### config.mk
export PLATFORM = sky130hd
export DESIGN_NAME = oets_ctrl
export DESIGN_NICKNAME = d
export VERILOG_FILES = /design/src/hw/rtl/oets_pkg.sv /design/src/hw/rtl/oets_ctrl.sv
export SDC_FILE = /design/constraint.sdc
export NUM_CORES = 1
export LEC_CHECK = 0
export ABC_AREA = 1
export ABC_CLOCK_PERIOD_IN_PS = 1560
export BUFFER_PORTS_ARGS = -buffer_cell sky130_fd_sc_hd__buf_2
export CAP_MARGIN = 25
export CELL_PAD_IN_SITES_DETAIL_PLACEMENT = 1
export CELL_PAD_IN_SITES_GLOBAL_PLACEMENT = 1
export CORE_AREA = 2 2 65 48
export DETAILED_ROUTE_END_ITERATION = 16
export DIE_AREA = 0 0 67 50
export PLACE_DENSITY_LB_ADDON = 0.1
export REMOVE_ABC_BUFFERS = 1
export SYNTH_ARGS = -nofsm -noshare
export SYNTH_HDL_FRONTEND = slang
export SYNTH_SLANG_ARGS = --single-unit
### constraint.sdc
create_clock -name clk -period 1.56 [get_ports clk]
set_clock_uncertainty 0.1 [all_clocks]
set_input_delay 0.312 -clock clk [delete_from_list [all_inputs] [get_ports clk]]
set_output_delay 0.312 -clock clk [all_outputs]
set_load 0.02 [all_outputs]
### src/hw/rtl/oets_pkg.sv
// ----------------------------------------------------------------------------
// oets_pkg: shared types and constants for the odd-even transposition sorter
// Holds the key width, the store size and the transfer and control structs.
// ----------------------------------------------------------------------------
package oets_pkg;

  localparam int CAPACITY = 64;
  localparam int KEY_BITS = 32;
  localparam int CNT_W    = $clog2(CAPACITY + 1);

  localparam logic [1:0] S_LOAD = 2'd0;
  localparam logic [1:0] S_SORT = 2'd1;
  localparam logic [1:0] S_EMIT = 2'd2;

  typedef struct packed {
    logic signed [KEY_BITS-1:0] key_value;
    logic                       final_key;
  } key_t;

  typedef struct packed {
    logic signed [KEY_BITS-1:0] sorted_value;
    logic                       final_out;
    logic                       overflowed;
  } res_t;

  typedef struct packed {
    logic load;
    logic sort;
    logic odd;
    logic emit;
  } cmd_t;

  typedef struct packed {
    logic [CNT_W-1:0] count;
    logic             last;
  } sts_t;

endpackage

### src/hw/rtl/oets_ctrl.sv
// ----------------------------------------------------------------------------
// oets_ctrl: load / sort / emit sequencer
// Steps through loading, one phase per cycle while sorting, and emitting.
// ----------------------------------------------------------------------------
module oets_ctrl (
  input  logic           clk,
  input  logic           rst,
  input  logic           key_valid,
  input  logic           final_key,
  input  logic           res_stall,
  input  oets_pkg::sts_t sts,
  output oets_pkg::cmd_t cmd,
  output logic           key_stall,
  output logic           res_valid
);

  logic [1:0] state;
  logic [1:0] state_next;
  logic [oets_pkg::CNT_W-1:0] phase;
  logic [oets_pkg::CNT_W-1:0] phase_next;

  always_comb begin
    state_next = state;
    phase_next = phase;
    case (state)
      oets_pkg::S_LOAD: begin
        if (key_valid && final_key) begin
          state_next = oets_pkg::S_SORT;
          phase_next = '0;
        end
      end
      oets_pkg::S_SORT: begin
        if (phase == sts.count - 1'b1) begin
          state_next = oets_pkg::S_EMIT;
          phase_next = '0;
        end else begin
          phase_next = phase + 1'b1;
        end
      end
      oets_pkg::S_EMIT: begin
        if (!res_stall && sts.last) begin
          state_next = oets_pkg::S_LOAD;
        end
      end
      default: begin
        state_next = oets_pkg::S_LOAD;
        phase_next = '0;
      end
    endcase
  end

  always_ff @(posedge clk) begin
    if (rst) begin
      state <= oets_pkg::S_LOAD;
      phase <= '0;
    end else begin
      state <= state_next;
      phase <= phase_next;
    end
  end

  assign key_stall = (state != oets_pkg::S_LOAD);
  assign res_valid = (state == oets_pkg::S_EMIT);

  assign cmd.load = (state == oets_pkg::S_LOAD) && key_valid;
  assign cmd.sort = (state == oets_pkg::S_SORT);
  assign cmd.odd  = phase[0];
  assign cmd.emit = (state == oets_pkg::S_EMIT) && !res_stall;

endmodule

==> flow_summary.ini <==
[synthesis]
syn_avg_cell_area_um2 = 5.88
synth_flop_cell = dfxtp_1
synth_top_area_share = 0.229
syn_area_um2 = 788
synth_area_leaders = dfxtp_1 (23%), nand2_1 (16%), inv_1 (12%)
synthArstFlopShare = 0
yosysWarnings = 0
synth-seq-area-share = 0.229
synth_cell_types = 20
yosysTopAreaCell = dfxtp_1
synth_most_common_cell = nand2_1
synth_edf_count = 0
netlist_top_cells_count = nand2_1 (34), inv_1 (26), nand3_1 (18), nor2_1 (12)
synthCells = 134
synth_seq_cells = 9

[routing]
wirelength_um = 2530
antenna_left = 0
drt-initial-drc-count = 17
drcViolationCount = 0
route.vias.total = 902
firstDrtPassIters = 4
wire_per_inst_um = 12.7
vias_per_cell = 4.53

[placed_design]
pre_cts_slack_ps = -214
dpl.cell_count = 194
post-dp-hpwl_um = 2100
gp_congestion = 0.826
port_buffers = 18
place_area_um2 = 968

[timing]
finalCriticalPeriod_ps = 1490
clock.fmax_mhz = 670
rsz0062_at_grt = yes
final_hold_viol_count = 0
setup_violations = 0
period_share = 0.956
maxSlewHeadroom = 0.776
worst_pin_slew_ps = 333
setup_ws_ps = 68.2
slew_violations = 0

[grt]
grt_pass1_wl_um = 4370
track_usage = 0.174
grt_pass1_vias = 947
antenna_found_initial = 0
grt_overflow_total = 0
grt_max_degree = 9

[final_layout]
antenna_cells = 0
final_layout_size_suffix_gt1_frac = 0.313
utilization = 0.395
seq_area_um2 = 186
multiInputGateArea_um2 = 532
final_nets = 179
area_growth_pct = 36.5
fin_area_um2 = 1080
stdcell_count = 199
fillCellCount = 372

[critical_path]
cp_max_fo = 5
endpoint_kind = output pin
startpoint_type = flip-flop
critPathArrivalTime_ps = 1080
critPathKind = reg2out
cp.required_ps = 1150

[die]
fp.dieH_um = 50
rows = 16
dieArea_um2 = 3350
core_um2 = 2720
die_w_um = 67
ios = 19
initial_core_util = 0.290

[run]
cap_violations = 0

[cts]
cts_sinks = 9
tritoncts = yes
htreeDepth = 1
cts_buffer_depth = 2
cts_root_buf = clkbuf_8
cts_buffers = 3
clkTransAtPathRegs_ps = 40
insertion_delay_ps = 230

[outcome]
status = finished, final reports clean

[worst_hold_path]
hp-class = in2reg

[power]
power.leakage_nw = 0.545
ir_drop_v = 0.000495
p_per_area_nw_per_um2 = 626
[area by class of cell]
class                           instances  area share
Multi-Input combinational cell         96       0.494
Tap cell                               36      0.0419
Inverter                               27      0.0942
Sequential cell                         9       0.173
Timing Repair Buffer                   27       0.155
Clock buffer                            4      0.0419
[power breakdown]
| part | switching [mW] | internal, mW |
|---|---|---|
| Combinational | 0.0975 | 0.0657 |
| Clock | 0.0903 | 0.178 |
| Sequential | 0.00670 | 0.236 |
[worst paths after layout]
kind,start,to,slack (ps),depth (start not counted)
max,state[0],cmd[3],70,4
min,final_key,state[0],240,3
max reg2reg,phase[0],phase[4],140,9
min reg2reg,phase[0],phase[0],410,2
[kinds of logic after synthesis]
logic type / count (synthesis) / share of synthesized area
and+or+nand+nor: 75 / 0.433
buffers and inverters: 29 / 0.148
AOI/OAI and AO/OA: 14 / 0.103
DFF: 9 / 0.229
xor gates and xnor gates: 5 / 0.0556
adders and majority gates: 2 / 0.0317
[sequential cells by signal (all words and copies together) (netlist names)]
| name | cells |
|---|---|
| phase | 7 |
| state | 2 |
[critical path: stages (launching register included)]
cell	delay, ps
dfxtp_2	350
nor2_2	130
inv_1	80
nor2_2	150
buf_6	140
[routing by layer]
layer,global-route usage,share of wire
met5,0,0
met4,0.0272,0.0083
met3,0.0639,0.034
met2,0.262,0.47
met1,0.239,0.49
[per-stage QoR]
step | power (mW) | hold WS [ps] | setup TNS, ps
6_report | 0.674 | 245 | 0
5_1_grt | 0.726 | 256 | -60.8
4_1_cts | 0.666 | 252 | 0
3_5_place_dp | 0.394 | 410 | -1630
3_3_place_gp | 0.390 | 390 | -969
2_1_floorplan | 0.329 | 281 | 0
[layout by cell type, fill, tap and decap left out, types with 2 or more instances in the layout]
cell type	netlist	routed
nand4_1	2	2
a21oi_1	9	9
inv_1	26	24
nand3_1	18	18
nand2_1	34	34
buf_4	2	10
xnor2_1	2	2
clkbuf_8	0	3
buf_2	0	16
dfxtp_2	0	5
dfxtp_1	9	4
nor3_1	3	3
o21ai_2	2	2
nor2_2	2	5
o21ai_0	2	2
xor2_1	3	3
inv_2	1	3
nor2_1	12	9
[repair_timing]
action	4_1_cts	5_1_grt
gates resized for setup	2	16
gates cloned	0	0
setup buffers	0	1
pin swaps	0	4
endpoints found under the setup margin	1	12
hold buffers	0	0
Power figures use the tool's default switching activity.
